[config.mk]
export PLATFORM = sky130hd
export DESIGN_NAME = ehe_queue
export DESIGN_NICKNAME = d
export VERILOG_FILES = /design/src/ehe_pkg.sv /design/src/ehe_queue.sv
export SDC_FILE = /design/constraint.sdc
export NUM_CORES = 1
export LEC_CHECK = 0
export ABC_AREA = 1
export BUFFER_PORTS_ARGS = -buffer_cell sky130_fd_sc_hd__buf_2
export CAP_MARGIN = 20
export CORE_MARGIN = 10
export CORE_UTILIZATION = 49
export DETAILED_ROUTE_END_ITERATION = 10
export PLACE_DENSITY = 0.73
export SLEW_MARGIN = 20
export SYNTH_ARGS = -nofsm -noshare
export SYNTH_HDL_FRONTEND = slang
export SYNTH_SLANG_ARGS = --single-unit
[constraint.sdc]
create_clock -name clock -period 4.3 [get_ports clock]
set_clock_uncertainty 0.1 [all_clocks]
set_input_delay 0.43 -clock clock [delete_from_list [all_inputs] [get_ports clock]]
set_output_delay 0.43 -clock clock [all_outputs]
set_load 0.02 [all_outputs]
[src/ehe_pkg.sv]
// Shared types, codes and helpers of the energy histogram efficiency unit.
// Depends on nothing; the other files that use it refer to it by scoped names.
package ehe_pkg;

   localparam int NUM_BINS_DEFAULT     = 256;
   localparam int NUM_CHANNELS_DEFAULT = 3;

   localparam logic [31:0] COUNT_MAX = 32'hFFFF_FFFF;

   // Input actions.
   localparam logic [1:0] ACT_GENERATED = 2'd0;
   localparam logic [1:0] ACT_TRIGGERED = 2'd1;
   localparam logic [1:0] ACT_READ      = 2'd2;
   localparam logic [1:0] ACT_CLEAR     = 2'd3;

   // Result status codes.
   localparam logic [2:0] ST_COUNTED      = 3'd0;
   localparam logic [2:0] ST_OUT_OF_RANGE = 3'd1;
   localparam logic [2:0] ST_BAD_CHANNEL  = 3'd2;
   localparam logic [2:0] ST_READ_DATA    = 3'd3;
   localparam logic [2:0] ST_CLEARED      = 3'd4;

   // Command kinds passed from the front end to the back end.
   localparam logic [2:0] CMD_GENERATED = 3'd0;
   localparam logic [2:0] CMD_TRIGGERED = 3'd1;
   localparam logic [2:0] CMD_READ      = 3'd2;
   localparam logic [2:0] CMD_READ_NONE = 3'd3;
   localparam logic [2:0] CMD_CLEAR     = 3'd4;
   localparam logic [2:0] CMD_RANGE     = 3'd5;
   localparam logic [2:0] CMD_BAD_CHAN  = 3'd6;

   // Configuration register indexes.
   localparam logic [2:0] REG_LOG_MODE      = 3'd0;
   localparam logic [2:0] REG_ENERGY_LOW    = 3'd1;
   localparam logic [2:0] REG_ENERGY_HIGH   = 3'd2;
   localparam logic [2:0] REG_BINS_PER_UNIT = 3'd3;
   localparam logic [2:0] REG_LOG_OF_LOW    = 3'd4;
   localparam logic [2:0] REG_BINS_USED     = 3'd5;
   localparam logic [2:0] REG_SOURCE_AREA   = 3'd6;

   localparam int QUEUE_DEPTH = 2;

   typedef struct packed {
      logic               log_mode;
      logic [31:0]        energy_low;
      logic [31:0]        energy_high;
      logic [31:0]        bins_per_unit;
      logic signed [26:0] log_of_low;
      logic [8:0]         bins_used;
      logic [31:0]        source_area;
   } cfg_type;

   typedef struct packed {
      logic [2:0] kind;
      logic [8:0] bin;
      logic [2:0] channel;
   } cmd_type;

   typedef struct packed {
      logic [2:0]  status;
      logic [7:0]  bin_index;
      logic [31:0] generated_count;
      logic [31:0] triggered_count;
      logic [31:0] effective_area;
   } result_type;

   function automatic logic [31:0] bump(input logic [31:0] value);
      bump = (value == COUNT_MAX) ? value : value + 32'd1;
   endfunction

endpackage

[src/ehe_queue.sv]
// Short command queue between the front end and the back end.
// Depends on ehe_pkg.
module ehe_queue (
   input  logic             clock,
   input  logic             reset,
   input  logic             push,
   input  ehe_pkg::cmd_type push_cmd,
   output logic             full,
   input  logic             pop,
   output ehe_pkg::cmd_type pop_cmd,
   output logic             empty
);

   localparam int PTR_W = $clog2(ehe_pkg::QUEUE_DEPTH);

   ehe_pkg::cmd_type     data_ff [ehe_pkg::QUEUE_DEPTH];
   logic [PTR_W-1:0]     wr_ff, wr_in;
   logic [PTR_W-1:0]     rd_ff, rd_in;
   logic [PTR_W:0]       count_ff, count_in;

   assign full    = (count_ff == (PTR_W + 1)'(ehe_pkg::QUEUE_DEPTH));
   assign empty   = (count_ff == '0);
   assign pop_cmd = data_ff[rd_ff];

   always_comb begin
      wr_in    = push ? wr_ff + 1'b1 : wr_ff;
      rd_in    = pop ? rd_ff + 1'b1 : rd_ff;
      count_in = count_ff;
      if (push && !pop) begin
         count_in = count_ff + 1'b1;
      end else if (pop && !push) begin
         count_in = count_ff - 1'b1;
      end
   end

   always_ff @(posedge clock) begin
      if (reset) begin
         wr_ff    <= '0;
         rd_ff    <= '0;
         count_ff <= '0;
      end else begin
         wr_ff    <= wr_in;
         rd_ff    <= rd_in;
         count_ff <= count_in;
      end
      if (push) begin
         data_ff[wr_ff] <= push_cmd;
      end
   end

endmodule

### Word-level counts from Yosys, hierarchy flattened

Memory sizes are Yosys's and may differ from the RTL's. A register that Yosys moved wholly into a read port is not among the register bits.
Cells that the tools add are included.

* register bits after elaboration: 4
* bits in latches: 0
* RAM bits: 30
* bits in read-only memories: 0
* logic and storage cells: 21
* memories: 1

Memories
* data_ff: depth 2, width 15, read ports 1, clocked after Yosys merged registers in 1, wr ports 1, RTL line ehe_queue.sv:16 `ehe_pkg::cmd_type data_ff [ehe_pkg::QUEUE_DEPTH];`

* add/subtract/negate cells: 4
* multipliers: 0
* div/mod/pow operators: 0
* $lt $le $gt $ge: 0
* equality and inequality tests: 1
* shift operators: 0
* multiplexer cells: 6
* bitwise gates (word level): 0
* reduce and logical (&&, ||, !) cells: 6

Operators by type and width (count)
* 1-bit two-way mux: 4
* 2-bit two-way mux: 2
* 1-bit adder, second input constant: 2
* 2-bit by 1-bit adder with 2-bit output, second input constant: 1
* 2-bit equality test, second input constant: 1
* 1-bit logical AND: 2
* 1-bit logical NOT: 2
* 2-bit logical NOT: 1
* 2-bit nonzero test: 1
* 2-bit by 1-bit subtractor with 2-bit output, second input constant: 1

### Depth between registers and ports, before layout

Gate-level depths: netlist (run 1).

* depth after elaboration: 4
* mapped depth: 8

### Worst setup path before layout (run 1)

Ideal clock, no wire load.

* kind: input -> register
* start point: input push
* end point: memory data_ff[0][0] in the netlist's numbering, enable pin
* library setup time: 0.387 ns
* arrival: 1.110 ns
* setup slack: 2.703 ns
* cell stages on the path: 2
* buffers on the path: 0
* cell sequence: inv_1 nor2_1

* cells in the longest elaborated chain, start to end: 2

RTL lines
* start: declaration: RTL line ehe_queue.sv:6 `input logic push,`
* 1-bit two-way mux: RTL line ehe_queue.sv:46 `if (push) begin`
* 1-bit two-way mux (implied by the code): RTL line ehe_queue.sv:47 `data_ff[wr_ff] <= push_cmd;`
* end: declaration: RTL line ehe_queue.sv:16

No other way between the ends.

==> results.json, run 1 <==
{
  "outcome": "completed",
  "reg2reg_slack_ns": 2.80,
  "hold_path_depth": 1,
  "antenna_found_initial": 0,
  "ios": 36,
  "cts-resized-gates": 0,
  "worstSetupPathType": "flop to output port",
  "p_leak_nw": 0.674,
  "vias": 749,
  "seq_area_frac_synth_pct": 73.3,
  "yosysWarningCount": 0,
  "io_buffer_count": 35,
  "drc": 0,
  "drv_cap": 0,
  "dieHeight_um": 72.8,
  "synthArstFlopShare_pct": 0,
  "hold_viol_final": 0,
  "dieArea_sq_um": 5300,
  "rr_worst_depth": 2,
  "synth_top_area_share_pct": 66.0,
  "post-route-period-util_pct": 53.9,
  "routed_via_density": 4.90,
  "die_x_um": 72.8,
  "relSlewSlack_pct": 43.3,
  "max_freq_mhz": 432,
  "synth_cell_type_count": 16,
  "routed_wl_mm": 2.22,
  "clock_latency_ns": 0.33,
  "row_count": 19,
  "max_stage_delay_ns": 0.89,
  "ys_ff_latch": 35,
  "worstHoldStart": "push_cmd[14]",
  "layout.nets": 141,
  "grt_pass1_vias": 828,
  "grt_pass1_wl_mm": 3.51,
  "h-tree-depth": 2,
  "worst_pin_slew_ns": 0.850,
  "cp.arrival_ns": 1.79,
  "yosysTopAreaCell": "edfxtp_1",
  "r2r-end": "data_ff[0][6]$_DFFE_PP_",
  "netlist_area_sq_um": 1370,
  "synth.area.top_cells": "edfxtp_1 66%, mux2_4 11%, dfxtp_1 7.3%, mux2_2 4.1%, inv_1 2.5%",
  "grt_max_degree": 17,
  "drt_iter0_markers": 28,
  "syn_nets": 100,
  "clk_pin_slew_ns": 0.10,
  "cts.sinks": 35,
  "max-clock-path-buffers": 2,
  "netlist_instances": 80,
  "slowest_stage": "dfxtp_1",
  "setup_viol": 0,
  "dr.pass1.iters": 4,
  "root_buffer": "clkbuf_4",
  "tns_ns": 0,
  "ir_worst_vdd_v": 0.000331,
  "postRouteAntennaNets": 0,
  "n_fill_cell": 237,
  "total_power_mw": 0.662,
  "fin_util_pct": 59.3,
  "start_kind": "flop",
  "start_util_pct": 50.4,
  "hold_buffers": 0,
  "critPathCaptureType": "output port",
  "cts_tree": "built",
  "coreArea_sq_um": 2710,
  "postCtsSetupBuffers": 0,
  "hpwl_mm": 1.68,
  "hold_class": "primary input to flop",
  "grt_setup_unrepaired": "no",
  "powerDensity_nw_per_um2": 412,
  "required_ns": 3.77,
  "synth.most_common_cell": "edfxtp_1",
  "ys.flop_type": "edfxtp_1",
  "dp_slack_ns": 2.31,
  "path_cells": "mux2_2 > buf_2",
  "drive_above_1_share_pct": 46.7,
  "synth_commonest_cells": "30 x edfxtp_1, 10 x mux2_4, 9 x inv_1",
  "fin_ws_ns": 1.98,
  "cts_buffers": 5,
  "wl_per_cell_um": 14.5,
  "timing.rr.start": "wr_ff$_SDFFE_PP0P_",
  "cp_max_fo": 15,
  "worst-path-stages": 2,
  "slew_violations": 0,
  "gp_congestion": 0.649,
  "synth-edff-count": 30,
  "syn-mean-instance-area_sq_um": 17.1,
  "diodes": 0,
  "path_buf_inv": 1,
  "whs_endpoint": "data_ff[0][14]$_DFFE_PP_",
  "grt.total_usage_pct": 8.70,
  "overflow": 0,
  "cp_top_family": "flip-flops",
  "period_minus_slack_ns": 2.32,
  "area_growth_pct": 17.8
}
## cells in the final DEF, fill, tap and decap left out, types with 2 or more instances in the layout
cell type,instances
buf_2,35
clkbuf_4,5
clkinv_1,2
dfxtp_1,5
edfxtp_1,30
inv_1,9
mux2_2,5
mux2_4,10
nand2_1,5
nor2_1,7
## worst reg2reg max path, delay by kind of cell (launching register included)
kind | cells | cell delay (ns)
flops | 1 | 0.34
simple gates | 1 | 0.48
buf+inv | 1 | 0.29
## where the power goes
part | switching [mW] | internal, mW | leakage [nW]
clock network | 0.104 | 0.0599 | 0.0263
logic | 0.0510 | 0.0449 | 0.325
registers | 0.0130 | 0.390 | 0.323
## registers in the layout (all words and copies together) (netlist names), named ones only
register,count
rd_ff,1
count_ff,2
wr_ff,1
data_ff,30
## metal layers
metal	GRT usage [%]	vias to the layer above	share of wire, %
met2	15.1	27	51
met5	0	-	0
li1	-	368	-
met3	5.03	5	9.0
met1	7.79	349	38
met4	4.43	0	1.6
## worst max path at each step
stage / from / to / slack (ns)
6_report: flop / pop_cmd[2] / 1.98
5_1_grt: flop / pop_cmd[0] / 1.84
4_1_cts: flop / pop_cmd[2] / 1.93
3_5_place_dp: flop / pop_cmd[2] / 2.31
3_3_place_gp: flop / pop_cmd[4] / 2.33
2_1_floorplan: push / data_ff[0][0]$_DFFE_PP_ / 2.70
## area by class of cell
type                    instances  area [sq um]  share of cell area, %
multi-input cells              34           299                   18.6
flip-flops and latches         35          1000                   62.3
inverters                       9          33.8                   2.10
repair buffers                 36           183                   11.4
clock inverters                 3          15.0                  0.934
clock buffers                   5          37.5                   2.33
well taps                      31          38.8                   2.41
## metrics by stage
| stage | instances | instance area [sq um] | hold slack [ns] |
|---|---|---|---|
| 2_1_floorplan | 80 | 1370 | 0.380 |
| 3_3_place_gp | 145 | 1560 | 0.396 |
| 3_5_place_dp | 145 | 1560 | 0.411 |
| 4_1_cts | 153 | 1610 | 0.160 |
| 5_1_grt | 153 | 1610 | 0.157 |
| 6_report | 153 | 1610 | 0.178 |
## cells by family after synthesis
group                    synth area share (%)
flip-flops                               73.3
multiplexers                             15.1
AND/OR/NAND/NOR                          4.49
buffers and inverters                    4.77
AO/OA/AOI/OAI                           0.733
XOR/XNOR                                0.642
adder cells (fa/ha/maj)                 0.916
(Power assumes the default switching activity.)
==> run 2: changes to the inputs <==
--- a/config.mk
+++ b/config.mk
@@ -5,13 +5,13 @@
 export SDC_FILE = /design/constraint.sdc
 export NUM_CORES = 1
 export LEC_CHECK = 0
-export ABC_AREA = 1
+export ABC_AREA = 0
 export BUFFER_PORTS_ARGS = -buffer_cell sky130_fd_sc_hd__buf_2
 export CAP_MARGIN = 20
 export CORE_MARGIN = 10
-export CORE_UTILIZATION = 49
+export CORE_UTILIZATION = 45
 export DETAILED_ROUTE_END_ITERATION = 10
-export PLACE_DENSITY = 0.73
+export PLACE_DENSITY = 0.71
 export SLEW_MARGIN = 20
 export SYNTH_ARGS = -nofsm -noshare
 export SYNTH_HDL_FRONTEND = slang
==> constraint.sdc (replaced) <==
create_clock -name clock -period 2.1 [get_ports clock]
set_clock_uncertainty 0.1 [all_clocks]
set_input_delay 0.21 -clock clock [delete_from_list [all_inputs] [get_ports clock]]
set_output_delay 0.21 -clock clock [all_outputs]
set_load 0.02 [all_outputs]
==> results.json, run 2 <==
{
  "synth.most_common_cell": "edfxtp_1",
  "syn-mean-instance-area_sq_um": 18.7,
  "hpwl_mm": 1.71,
  "layout.nets": 148,
  "io_buffer_count": 35,
  "start_kind": "flop",
  "reg2reg_slack_ns": 0.68,
  "hold_viol_final": 0,
  "worstSetupPathType": "flop to output port",
  "cts-resized-gates": 0,
  "post-route-period-util_pct": 89.9,
  "p_leak_nw": 0.679,
  "drt_iter0_markers": 68,
  "yosysTopAreaCell": "edfxtp_1",
  "clk_pin_slew_ns": 0.09,
  "antenna_found_initial": 0,
  "start_util_pct": 46.8,
  "cts_tree": "built",
  "netlist_instances": 69,
  "period_minus_slack_ns": 1.89,
  "worst_pin_slew_ns": 0.694,
  "synth_commonest_cells": "30 x edfxtp_1, 15 x mux2_2, 5 x dfxtp_1, 5 x nor2_1",
  "dieHeight_um": 73.5,
  "max-clock-path-buffers": 2,
  "grt.total_usage_pct": 9.35,
  "netlist_area_sq_um": 1290,
  "gp_congestion": 0.689,
  "drive_above_1_share_pct": 45.7,
  "routed_via_density": 4.71,
  "grt_setup_unrepaired": "no",
  "endpoint": "pop_cmd[0]",
  "row_count": 19,
  "slew_violations": 0,
  "dieArea_sq_um": 5410,
  "drv_cap": 0,
  "synth.area.top_cells": "edfxtp_1 70%, mux2_2 13%, dfxtp_1 7.8%, nor2_1 1.5%, xnor2_1 1.4%",
  "clock_latency_ns": 0.32,
  "dr.pass1.iters": 4,
  "setup_viol": 0,
  "seq_area_frac_synth_pct": 77.6,
  "powerDensity_nw_per_um2": 803,
  "critPathCaptureType": "output port",
  "multiInputGateArea_sq_um": 273,
  "diodes": 0,
  "h-tree-depth": 2,
  "cts_buffers": 5,
  "cp_max_fo": 9,
  "wl_per_cell_um": 14.7,
  "grt_pass1_vias": 878,
  "r2r-end": "data_ff[1][14]$_DFFE_PP_",
  "drc": 0,
  "coreArea_sq_um": 2760,
  "rr_worst_depth": 1,
  "synthArstFlopShare_pct": 0,
  "ios": 36,
  "relSlewSlack_pct": 53.7,
  "syn_nets": 89,
  "root_buffer": "clkbuf_4",
  "n_fill_cell": 211,
  "routed_wl_mm": 2.35,
  "vias": 754,
  "ir_worst_vdd_v": 0.000609,
  "postRouteAntennaNets": 0,
  "largest_reg_flops": 30,
  "layout_commonest_cell": "buf_2",
  "timing.rr.start": "wr_ff$_SDFFE_PP0P_",
  "grt_max_degree": 16,
  "grt_pass1_wl_mm": 3.82,
  "total_power_mw": 1.38,
  "ys.flop_type": "edfxtp_1",
  "hold_path_depth": 3,
  "synth-edff-count": 30,
  "cp.arrival_ns": 1.58,
  "die_x_um": 73.5,
  "mostFrequentLayoutCells": "35 x buf_2, 30 x edfxtp_1, 16 x dlygate4sd3_1",
  "tns_ns": 0,
  "yosysWarningCount": 0,
  "hold_class": "primary input to flop",
  "largest-register": "data_ff",
  "ys_ff_latch": 35,
  "register_area_sq_um": 1000,
  "cts.sinks": 35,
  "area_growth_pct": 33.6,
  "max_freq_mhz": 530,
  "overflow": 0,
  "synth_cell_type_count": 16,
  "required_ns": 1.79,
  "outcome": "completed",
  "reg.largest.list": "data_ff (30), count_ff (2)",
  "synth_top_area_share_pct": 69.8
}
-- run 2: stage by stage --
stage | setup slack (ns) | hold slack [ns] | std cells | utilization [%] | cell area (sq um)
after floorplan | 0.591 | 0.179 | 69 | - | 1290
after global placement | 0.562 | 0.300 | 136 | 54.9 | 1510
after detailed placement | 0.541 | 0.304 | 136 | 54.9 | 1510
after CTS | 0.157 | 0.0729 | 160 | 62.5 | 1720
after global routing | 0.101 | 0.103 | 160 | 62.5 | 1720
final | 0.212 | 0.0842 | 160 | 62.5 | 1720
-- run 2: logic make-up (layout without fill, tap and decap cells) --
kind of cell | after synthesis | after routing | share of synthesized area, %
AO/OA/AOI/OAI | 2 | 2 | 0.775
adder cells (fa/ha/maj) | 1 | 1 | 0.970
flip-flops | 35 | 35 | 77.6
buffers and inverters | 3 | 63 | 1.26
AND/OR/NAND/NOR | 9 | 9 | 3.59
XOR/XNOR | 4 | 4 | 2.72
multiplexers | 15 | 15 | 13.1
-- run 2: per-layer routing --
layer	wire length [um]	GRT usage, %
met3	234	5.25
met2	1140	14.6
met4	49	5.59
met1	925	9.56
met5	0	0
-- run 2: how the worst min path moves through the flow --
stage                       startpoint                        to  slack (ns)
after global routing               pop        rd_ff$_SDFFE_PP0P_        0.10
after floorplan                  reset  count_ff[1]$_SDFFE_PP0P_        0.18
after detailed placement  push_cmd[13]  data_ff[0][13]$_DFFE_PP_        0.30
final                              pop        rd_ff$_SDFFE_PP0P_        0.08
after global placement    push_cmd[14]  data_ff[0][14]$_DFFE_PP_        0.30
after CTS                         push        wr_ff$_SDFFE_PP0P_        0.07
-- run 2: what timing repair did --
action / 4_1_cts / 5_1_grt
buffers inserted: 0 / 0
hold buffers: 16 / 0
endpoints found under the hold margin: 35 / 0
-- run 2: worst max-delay path: stages (launching register included) --
cell and delay [ns]:
dfxtp_1 0.50, buf_4 0.24, mux2_2 0.35, buf_2 0.16
-- run 2: layout make-up --
class / instances / area share, %
clock buffers: 6 / 2.40
clock inverters: 2 / 0.436
inverters: 1 / 0.218
multi-input cells: 31 / 15.8
flip-flops and latches: 35 / 58.1
well taps: 31 / 2.25
repair buffers: 54 / 20.8
-- run 2: report_power, final --
group | switching, mW | internal [mW]
clock network | 0.199 | 0.124
logic | 0.124 | 0.112
registers | 0.0199 | 0.806
total | 0.342 | 1.04
