`config.mk`:
```
export PLATFORM = sky130hd
export DESIGN_NAME = ehe_front_flat
export DESIGN_NICKNAME = d
export VERILOG_FILES = /design/src/ehe_pkg.sv /design/src/ehe_if.sv /design/src/ehe_front.sv /design/src/flat_wrapper.sv
export SDC_FILE = /design/constraint.sdc
export NUM_CORES = 2
export LEC_CHECK = 0
export BUFFER_PORTS_ARGS = -buffer_cell sky130_fd_sc_hd__buf_2
export CAP_MARGIN = 10
export CORE_UTILIZATION = 40
export DETAILED_ROUTE_END_ITERATION = 7
export PLACE_DENSITY = 0.57
export SLEW_MARGIN = 20
export SYNTH_ARGS = -nofsm -noshare
export SYNTH_HDL_FRONTEND = slang
export SYNTH_SLANG_ARGS = --single-unit
```
`constraint.sdc`:
```
create_clock -name clock -period 11.05 [get_ports clock]
set_input_delay 1.105 -clock clock [delete_from_list [all_inputs] [get_ports clock]]
set_output_delay 1.105 -clock clock [all_outputs]
set_load 0.03 [all_outputs]
```
`src/ehe_pkg.sv`:
```
// Shared types, codes and helpers of the energy histogram efficiency unit.
// Depends on nothing; the other files that use it refer to it by scoped names.
package ehe_pkg;

   localparam int NUM_BINS_DEFAULT     = 256;
   localparam int NUM_CHANNELS_DEFAULT = 3;

   localparam logic [31:0] COUNT_MAX = 32'hFFFF_FFFF;

   // Input actions.
   localparam logic [1:0] ACT_GENERATED = 2'd0;
   localparam logic [1:0] ACT_TRIGGERED = 2'd1;
   localparam logic [1:0] ACT_READ      = 2'd2;
   localparam logic [1:0] ACT_CLEAR     = 2'd3;

   // Result status codes.
   localparam logic [2:0] ST_COUNTED      = 3'd0;
   localparam logic [2:0] ST_OUT_OF_RANGE = 3'd1;
   localparam logic [2:0] ST_BAD_CHANNEL  = 3'd2;
   localparam logic [2:0] ST_READ_DATA    = 3'd3;
   localparam logic [2:0] ST_CLEARED      = 3'd4;

   // Command kinds passed from the front end to the back end.
   localparam logic [2:0] CMD_GENERATED = 3'd0;
   localparam logic [2:0] CMD_TRIGGERED = 3'd1;
   localparam logic [2:0] CMD_READ      = 3'd2;
   localparam logic [2:0] CMD_READ_NONE = 3'd3;
   localparam logic [2:0] CMD_CLEAR     = 3'd4;
   localparam logic [2:0] CMD_RANGE     = 3'd5;
   localparam logic [2:0] CMD_BAD_CHAN  = 3'd6;

   // Configuration register indexes.
   localparam logic [2:0] REG_LOG_MODE      = 3'd0;
   localparam logic [2:0] REG_ENERGY_LOW    = 3'd1;
   localparam logic [2:0] REG_ENERGY_HIGH   = 3'd2;
   localparam logic [2:0] REG_BINS_PER_UNIT = 3'd3;
   localparam logic [2:0] REG_LOG_OF_LOW    = 3'd4;
   localparam logic [2:0] REG_BINS_USED     = 3'd5;
   localparam logic [2:0] REG_SOURCE_AREA   = 3'd6;

   localparam int QUEUE_DEPTH = 2;

   typedef struct packed {
      logic               log_mode;
      logic [31:0]        energy_low;
      logic [31:0]        energy_high;
      logic [31:0]        bins_per_unit;
      logic signed [26:0] log_of_low;
      logic [8:0]         bins_used;
      logic [31:0]        source_area;
   } cfg_type;

   typedef struct packed {
      logic [2:0] kind;
      logic [8:0] bin;
      logic [2:0] channel;
   } cmd_type;

   typedef struct packed {
      logic [2:0]  status;
      logic [7:0]  bin_index;
      logic [31:0] generated_count;
      logic [31:0] triggered_count;
      logic [31:0] effective_area;
   } result_type;

   function automatic logic [31:0] bump(input logic [31:0] value);
      bump = (value == COUNT_MAX) ? value : value + 32'd1;
   endfunction

endpackage

```
`src/ehe_if.sv`:
```
// Request and response channel interfaces of the energy histogram efficiency unit.
// No dependencies.
interface ehe_req_if;
   logic        valid;
   logic        ready;
   logic [1:0]  action;
   logic [31:0] energy;
   logic [2:0]  channel;
   logic [7:0]  bin_select;

   modport source(output valid, action, energy, channel, bin_select, input ready);
   modport sink(input valid, action, energy, channel, bin_select, output ready);
endinterface


```
`src/ehe_front.sv`:
```
// Front end: accepts transactions, checks channel and range, and finds the bin
// (linear, or through an iterative log2 unit). Depends on ehe_pkg and ehe_if.
module ehe_front #(
   parameter int NUM_BINS     = ehe_pkg::NUM_BINS_DEFAULT,
   parameter int NUM_CHANNELS = ehe_pkg::NUM_CHANNELS_DEFAULT
) (
   input  logic             clock,
   input  logic             reset,
   ehe_req_if.sink          req,
   input  ehe_pkg::cfg_type cfg,
   input  logic             hold_off,
   output logic             push,
   output ehe_pkg::cmd_type push_cmd,
   input  logic             queue_full
);

   localparam logic [3:0] F_IDLE  = 4'd0;
   localparam logic [3:0] F_CLASS = 4'd1;
   localparam logic [3:0] F_NORM  = 4'd2;
   localparam logic [3:0] F_SQR   = 4'd3;
   localparam logic [3:0] F_LOGD  = 4'd4;
   localparam logic [3:0] F_MUL   = 4'd5;
   localparam logic [3:0] F_CLAMP = 4'd6;
   localparam logic [3:0] F_PUSH  = 4'd7;

   logic [3:0]       state_ff, state_in;
   logic [1:0]       action_ff, action_in;
   logic [31:0]      energy_ff, energy_in;
   logic [2:0]       channel_ff, channel_in;
   logic [7:0]       sel_ff, sel_in;
   logic [31:0]      opnd_ff, opnd_in;
   logic [63:0]      prod_ff, prod_in;
   logic [31:0]      mant_ff, mant_in;
   logic [4:0]       pos_ff, pos_in;
   logic [4:0]       step_ff, step_in;
   logic [19:0]      frac_ff, frac_in;
   ehe_pkg::cmd_type cmd_ff, cmd_in;

   logic               bad_channel;
   logic               degenerate;
   logic               in_range;
   logic [63:0]        square;
   logic [32:0]        sq_top;
   logic signed [33:0] int_part;
   logic signed [33:0] log_value;
   logic signed [33:0] diff;
   logic [8:0]         limit;
   logic [8:0]         limit_m1;
   logic [27:0]        idx_raw;
   logic [2:0]         count_kind;

   assign req.ready = (state_ff == F_IDLE) && !hold_off;
   assign push      = (state_ff == F_PUSH) && !queue_full;
   assign push_cmd  = cmd_ff;

   always_comb begin
      bad_channel = (action_ff != ehe_pkg::ACT_GENERATED) &&
                    ({1'b0, channel_ff} >= 4'(NUM_CHANNELS));
      degenerate  = !(cfg.energy_low < cfg.energy_high);
      in_range    = (energy_ff >= cfg.energy_low) && (energy_ff < cfg.energy_high);
      square      = 64'(mant_ff) * 64'(mant_ff);
      sq_top      = square[63:31];
      int_part    = $signed(34'(pos_ff)) - 34'sd20;
      log_value   = (int_part <<< 20) + $signed({14'b0, frac_ff});
      diff        = log_value - $signed({{7{cfg.log_of_low[26]}}, cfg.log_of_low});
      limit       = (cfg.bins_used == 9'd0) ? 9'd1 : cfg.bins_used;
      if ({4'b0, limit} > 13'(NUM_BINS)) begin
         limit = 9'(NUM_BINS);
      end
      limit_m1   = limit - 9'd1;
      idx_raw    = prod_ff[63:36];
      count_kind = (action_ff == ehe_pkg::ACT_GENERATED) ? ehe_pkg::CMD_GENERATED
                                                          : ehe_pkg::CMD_TRIGGERED;
   end

   always_comb begin
      state_in   = state_ff;
      action_in  = action_ff;
      energy_in  = energy_ff;
      channel_in = channel_ff;
      sel_in     = sel_ff;
      opnd_in    = opnd_ff;
      prod_in    = prod_ff;
      mant_in    = mant_ff;
      pos_in     = pos_ff;
      step_in    = step_ff;
      frac_in    = frac_ff;
      cmd_in     = cmd_ff;
      case (state_ff)
         F_IDLE: begin
            if (req.valid && req.ready) begin
               action_in  = req.action;
               energy_in  = req.energy;
               channel_in = req.channel;
               sel_in     = req.bin_select;
               state_in   = F_CLASS;
            end
         end
         F_CLASS: begin
            cmd_in.channel = channel_ff;
            cmd_in.bin     = 9'd0;
            opnd_in        = energy_ff - cfg.energy_low;
            state_in       = F_PUSH;
            if (action_ff == ehe_pkg::ACT_CLEAR) begin
               cmd_in.kind = ehe_pkg::CMD_CLEAR;
            end else if (bad_channel) begin
               cmd_in.kind = ehe_pkg::CMD_BAD_CHAN;
            end else if (action_ff == ehe_pkg::ACT_READ) begin
               cmd_in.bin  = {1'b0, sel_ff};
               cmd_in.kind = ({5'b0, sel_ff} < 13'(NUM_BINS)) ? ehe_pkg::CMD_READ
                                                              : ehe_pkg::CMD_READ_NONE;
            end else if (degenerate) begin
               cmd_in.kind = count_kind;
            end else if (!in_range) begin
               cmd_in.kind = ehe_pkg::CMD_RANGE;
            end else if (cfg.log_mode) begin
               cmd_in.kind = count_kind;
               if (energy_ff != 32'd0) begin
                  mant_in  = energy_ff;
                  pos_in   = 5'd31;
                  step_in  = 5'd0;
                  frac_in  = 20'd0;
                  state_in = F_NORM;
               end
            end else begin
               state_in = F_MUL;
            end
         end
         F_NORM: begin
            case (step_ff)
               5'd0: begin
                  if (mant_ff[31:16] == 16'd0) begin
                     mant_in = {mant_ff[15:0], 16'd0};
                     pos_in  = pos_ff - 5'd16;
                  end
               end
               5'd1: begin
                  if (mant_ff[31:24] == 8'd0) begin
                     mant_in = {mant_ff[23:0], 8'd0};
                     pos_in  = pos_ff - 5'd8;
                  end
               end
               5'd2: begin
                  if (mant_ff[31:28] == 4'd0) begin
                     mant_in = {mant_ff[27:0], 4'd0};
                     pos_in  = pos_ff - 5'd4;
                  end
               end
               5'd3: begin
                  if (mant_ff[31:30] == 2'd0) begin
                     mant_in = {mant_ff[29:0], 2'd0};
                     pos_in  = pos_ff - 5'd2;
                  end
               end
               default: begin
                  if (!mant_ff[31]) begin
                     mant_in = {mant_ff[30:0], 1'b0};
                     pos_in  = pos_ff - 5'd1;
                  end
               end
            endcase
            step_in = step_ff + 5'd1;
            if (step_ff == 5'd4) begin
               step_in  = 5'd19;
               state_in = F_SQR;
            end
         end
         F_SQR: begin
            if (sq_top[32]) begin
               mant_in          = sq_top[32:1];
               frac_in[step_ff] = 1'b1;
            end else begin
               mant_in = sq_top[31:0];
            end
            step_in = step_ff - 5'd1;
            if (step_ff == 5'd0) begin
               state_in = F_LOGD;
            end
         end
         F_LOGD: begin
            opnd_in  = (diff > 34'sd0) ? diff[31:0] : 32'd0;
            state_in = F_MUL;
         end
         F_MUL: begin
            prod_in  = 64'(opnd_ff) * 64'(cfg.bins_per_unit);
            state_in = F_CLAMP;
         end
         F_CLAMP: begin
            cmd_in.kind = count_kind;
            cmd_in.bin  = (idx_raw > {19'd0, limit_m1}) ? limit_m1 : idx_raw[8:0];
            state_in    = F_PUSH;
         end
         F_PUSH: begin
            if (!queue_full) begin
               state_in = F_IDLE;
            end
         end
         default: begin
            state_in = F_IDLE;
         end
      endcase
   end

   always_ff @(posedge clock) begin
      if (reset) begin
         state_ff <= F_IDLE;
      end else begin
         state_ff <= state_in;
      end
      action_ff  <= action_in;
      energy_ff  <= energy_in;
      channel_ff <= channel_in;
      sel_ff     <= sel_in;
      opnd_ff    <= opnd_in;
      prod_ff    <= prod_in;
      mant_ff    <= mant_in;
      pos_ff     <= pos_in;
      step_ff    <= step_in;
      frac_ff    <= frac_in;
      cmd_ff     <= cmd_in;
   end

endmodule

```
`src/flat_wrapper.sv`:
```
// flat-port wrapper written by rule: the top's interface ports become plain ports
module ehe_front_flat 
#(
   parameter int NUM_BINS     = ehe_pkg::NUM_BINS_DEFAULT,
   parameter int NUM_CHANNELS = ehe_pkg::NUM_CHANNELS_DEFAULT
)
  (clock, reset, cfg, hold_off, push, push_cmd, queue_full, req_valid, req_action, req_energy, req_channel, req_bin_select, req_ready);
  ehe_req_if req_i ();
  input  logic clock;
  input  logic reset;
  input  ehe_pkg::cfg_type cfg;
  input  logic hold_off;
  output logic push;
  output ehe_pkg::cmd_type push_cmd;
  input  logic queue_full;
  input wire logic [$bits(req_i.valid)-1:0] req_valid;
  input wire logic [$bits(req_i.action)-1:0] req_action;
  input wire logic [$bits(req_i.energy)-1:0] req_energy;
  input wire logic [$bits(req_i.channel)-1:0] req_channel;
  input wire logic [$bits(req_i.bin_select)-1:0] req_bin_select;
  output wire logic [$bits(req_i.ready)-1:0] req_ready;
  assign req_i.valid = req_valid;
  assign req_i.action = req_action;
  assign req_i.energy = req_energy;
  assign req_i.channel = req_channel;
  assign req_i.bin_select = req_bin_select;
  assign req_ready = req_i.ready;
  ehe_front #(.NUM_BINS(NUM_BINS), .NUM_CHANNELS(NUM_CHANNELS)) u_core (.clock(clock), .reset(reset), .req(req_i), .cfg(cfg), .hold_off(hold_off), .push(push), .push_cmd(push_cmd), .queue_full(queue_full));
endmodule
```
## Yosys cells after proc, flatten, opt, wreduce, memory -nomap -nowiden

Index checks and enable logic that the tools add are counted.

- Register bits after elaboration: 222
- Bits of input ports: 215
- Output and inout port bits: 17
- Word-level logic and storage cells: 178

- Add/sub/neg operators: 12
- $mul: 2
- Order comparisons: 9
- Equal/unequal tests: 31
- Multiplexer cells: 77
- Bitwise logic cells: 1
- Reductions and logical operators: 31

Operators by type and width:

| operator | number |
|---|---|
| $mux 32 | 14 |
| $mux 20 | 8 |
| $mul 32x32->64 | 2 |
| $pmux 32 s4 | 1 |
| $mux 5 | 20 |
| $pmux 32 s3 | 1 |
| $lt 32x32->1 | 2 |
| $pmux 32 s2 | 1 |
| $mux 9 | 5 |
| $mux 4 | 10 |
| $pmux 20 s2 | 1 |
| $add 34x21->34 | 1 |
| $gt 34x1->1 const B | 1 |
| $sub 34x27->34 | 1 |
| $ge 32x32->1 | 1 |
| $pmux 4 s8 | 1 |
| $reduce_bool 32->1 | 1 |
| $sub 32x32->32 | 1 |
| $gt 28x9->1 | 1 |
| $reduce_and 13->1 | 2 |
| $pmux 12 s2 | 1 |
| $mux 3 | 7 |
| $or 20x20->20 | 1 |
| $pmux 5 s4 | 1 |
| 44 further kinds | 78 |

## Longest topological paths before layout

- Depth in word-level cells: 9
- Mapped depth: 32
- Mapped depth without buffers: 29

## Worst setup path before layout

Ideal clock, no wire load.

- Path type: register to register
- Start point: reg u_core.mant_ff[27]
- End point: reg u_core.frac_ff[0], enable pin
- Library setup time: 0.378 ns
- Data arrival time: 8.077 ns
- Data required time: 10.672 ns
- Path slack: 2.596 ns
- Cell stages (with the launch flop): 29
- Path buffers: 3
- Clock period less this slack: 8.454 ns
- Path through: edfxtp_1 > clkbuf_1 > clkbuf_1 > clkbuf_1 > nand2_1 > fa_1 > fa_1 > inv_1 > fa_1 > inv_1 > fa_1 > inv_1 > fa_1 > fa_1 > fa_1 > inv_1 > fa_1 > inv_1 > ha_1 > a21o_1 > a21o_1 > a221oi_1 > o22a_1 > nand2_1 > a21oi_2 > o31ai_4 > xnor2_4 > nand2b_1 > and4_1

- Longest elaborated chain between the ends: 3

Ends and longest elaborated chain:

| what | line | RTL |
|---|---|---|
| from (decl) | ehe_front.sv:33 | `logic [31:0] mant_ff, mant_in;` |
| from (signal assigned) | ehe_front.sv:216 | `mant_ff <= mant_in;` |
| $mul 32x32->64 | ehe_front.sv:61 | `square = 64'(mant_ff) * 64'(mant_ff);` |
| $ne 2x1->1 (no source line) | n/a |  |
| $reduce_and 9->1 (no source line) | n/a |  |
| to (signal assigned) | ehe_front.sv:219 | `frac_ff <= frac_in;` |
| to (decl) | ehe_front.sv:36 | `logic [19:0] frac_ff, frac_in;` |

No other way between the ends.
A chain may end at the register's enable or synchronous reset.

## Worst setup path in the final report

- Start point: reg u_core.mant_ff[4]
- End point: reg u_core.mant_ff[30] (data pin)

- Longest elaborated chain between the ends: 3

Ends and longest elaborated chain:

| what | line | RTL |
|---|---|---|
| $mul 32x32->64 | ehe_front.sv:61 |  |
| $mux 32 | ehe_front.sv:169 | `if (sq_top[32]) begin` |
| $pmux 32 s3 | ehe_front.sv:89 | `case (state_ff)` |
| via u_core.mant_in[30] | ehe_front.sv:33 |  |

The timed path passes the listed nets, and every way through them passes these cells.

==> flow_metrics.py <==
metrics = {
    "setup_path": {
        "reg2reg_slack_ps": 1410,
        "cp_data_required_time_ps": 11360,
        "cpPeakStageDelay_ps": 690,
        "r2r-start": "u_core.mant_ff[4]$_DFFE_PP_",
        "cp_slowest_cell": "edfxtp_1",
        "crit_fanout": 9,
        "start_kind": "flop",
        "crit_buf_inv": 5,
        "startpoint": "u_core.mant_ff[4]$_DFFE_PP_",
        "critPathArrivalTime_ps": 9960,
        "path_common_cell": "fa_1",
        "crit_path_end_kind": "flop",
        "r2r_end": "u_core.mant_ff[30]$_DFFE_PP_",
        "crit_type": "reg -> reg",
        "reg2regPathDepth": 25,
        "path_depth": 25,
        "cp_top_family": "adder cells",
    },
    "synth": {
        "async_flop_share_pct": 0,
        "ys_warn_count": 0,
        "synth_flop_cell": "edfxtp_1",
        "synth_top_area_share_pct": 45.5,
        "synth-edff-count": 182,
        "syn-num-nets": 10780,
        "syn_area_per_cell_um2": 9.09,
        "synth_top_area_cell": "fa_1",
        "synth_cells": 8177,
        "synthTopCellsByCount": "2112 x inv_1, 1688 x fa_1, 1228 x nand2_1",
        "synth_area_um2": 74300,
        "ys_seq_elements": 185,
        "yosysMostFrequentCell": "inv_1",
        "seq_area_frac_synth_pct": 7.44,
        "yosysUniqueCellTypes": 88,
        "synthTopCellsByArea": "fa_1 45%, ha_1 12%, inv_1 11%",
    },
    "drt": {
        "vias": 55247,
        "wire_per_inst_um": 21.2,
        "antenna_left": 0,
        "drc": 0,
        "first_iter_violations": 3923,
        "viasPerCell": 5.20,
        "drtPass1Iterations": 7,
        "drt-total-wl_mm": 226,
    },
    "timing": {
        "tns_ps": 0,
        "fin_crit_ps": 9640,
        "fmax_mhz": 104,
        "skew_ps": 17.9,
        "hold_viol": 0,
        "rsz0062_at_grt": "false",
        "finalSetupViolations": 0,
        "final_max_slew_viol_count": 0,
        "relSlewSlack_pct": 21.2,
        "worst_pin_slew_ps": 1180,
        "fin_crit_sh_pct": 87.3,
    },
    "final_layout": {
        "final_nets": 10748,
        "layout-drive-gt1-share_pct": 4.94,
        "area_delta_synth_final_pct": 5.70,
        "n_fill_cell": 18262,
    },
    "hold_path": {
        "hold_path_end": "u_core.push_cmd[1]$_DFFE_PN_",
        "holdPathStages": 0,
        "worstHoldStart": "u_core.channel_ff[1]$_DFFE_PP_",
        "hold_class": "reg -> reg",
    },
    "die": {
        "die_area_um2": 187000,
        "die_h_um": 433,
        "io_pins": 232,
        "initial_utilization_pct": 40.4,
        "core_region_area_um2": 184000,
        "die_width_um": 433,
        "rows": 157,
    },
    "global_route": {
        "grt_pass1_vias": 60691,
        "grt_overflow": 0,
        "grt_max_degree": 49,
        "antenna_found_initial": 15,
        "grt_usage_pct": 24.9,
        "grt_pass1_wl_mm": 357,
    },
    "cts": {
        "clk_pin_slew_ps": 80,
        "cts_tree": "built",
        "cts_max_path_buffers": 2,
        "cts_resized": 0,
        "cts_htree_levels": 4,
        "insertion_delay_ps": 470,
        "post_cts.repair.setup_buffers": 0,
        "cts_num_sinks": 185,
        "cts_made_buffers": 17,
        "root_buffer": "clkbuf_16",
        "postCtsHoldBufs": 0,
    },
    "place": {
        "dpl.hpwl_mm": 184,
        "numPortBuffers": 199,
        "routabilityCongestion": 0.937,
    },
    "job": {
        "cap_violations": 0,
    },
    "status": {
        "outcome": "completed",
    },
}
final cells by class:
class	count	area [um2]	area share, %
diodes	7	17.5	0.0223
clock buffers	18	429	0.546
clock inverters	14	158	0.201
inverters	2116	7940	10.1
multi-input cells	5499	59400	75.6
flip-flops and latches	185	5530	7.03
well taps	2464	3080	3.93
repair buffers	326	1970	2.51
state kept, by name, indices dropped and copies added (netlist names):
name               flops
u_core.state_ff        3
u_core.sel_ff          8
u_core.opnd_ff        32
u_core.prod_ff        28
u_core.step_ff         5
u_core.push_cmd       15
u_core.channel_ff      3
u_core.mant_ff        32
u_core.frac_ff        20
u_core.action_ff       2
u_core.pos_ff          5
u_core.energy_ff      32
layout by cell type, fill, tap and decap left out, types with 138 or more instances in the layout:
| cell type | Yosys | routed |
|---|---|---|
| o21ai_0 | 143 | 143 |
| edfxtp_1 | 182 | 182 |
| a21o_1 | 138 | 138 |
| and2_1 | 437 | 437 |
| a21oi_1 | 209 | 209 |
| nor2_1 | 167 | 166 |
| ha_1 | 700 | 700 |
| nand2_1 | 1228 | 1227 |
| inv_1 | 2112 | 2111 |
| fa_1 | 1688 | 1688 |
| buf_2 | 5 | 199 |
worst max-delay path by stage:
stage,to
after detailed placement,u_core.prod_ff[63]$_DFFE_PP_
after global routing,u_core.mant_ff[14]$_DFFE_PP_
final,u_core.mant_ff[30]$_DFFE_PP_
after floorplan,u_core.frac_ff[0]$_SDFFCE_PN0P_
after CTS,u_core.mant_ff[14]$_DFFE_PP_
after global placement,u_core.prod_ff[63]$_DFFE_PP_
logic make-up after synthesis:
family                     synth area share, %
buffers and inverters                     12.6
adders and majority gates                 57.3
and+or+nand+nor                           12.9
AOI/OAI and AO/OA                         7.27
DFF                                       7.44
xor gates and xnor gates                  2.02
muxes                                    0.450
metal layers:
| metal | vias to the layer above | part of all wire (%) | track usage (%) | routed length, um |
|---|---|---|---|---|
| met5 | - | 0 | 0 | 0 |
| met4 | 0 | 2.8 | 6.42 | 6280 |
| met3 | 325 | 6.0 | 2.89 | 13400 |
| met2 | 1676 | 48 | 42.1 | 109000 |
| met1 | 28742 | 43 | 33.8 | 97200 |
| li1 | 24504 | - | - | - |
stage by stage:
| step | worst slack, ps | hold WS (ps) | util, % | std cells | cell area [um2] |
|---|---|---|---|---|---|
| floorplan | 2600 | 427 | - | 8177 | 74300 |
| detailed placement | 1120 | 438 | 42.4 | 10590 | 77900 |
| CTS | 1470 | 454 | 42.7 | 10622 | 78500 |
| finish | 1410 | 454 | 42.7 | 10629 | 78500 |
| global placement | 989 | 433 | 42.4 | 10589 | 77900 |
| global route | 1040 | 461 | 42.7 | 10628 | 78500 |
Power is not shown: default switching activity piles up to over one toggle a cycle in this logic, so the estimate is an artifact.
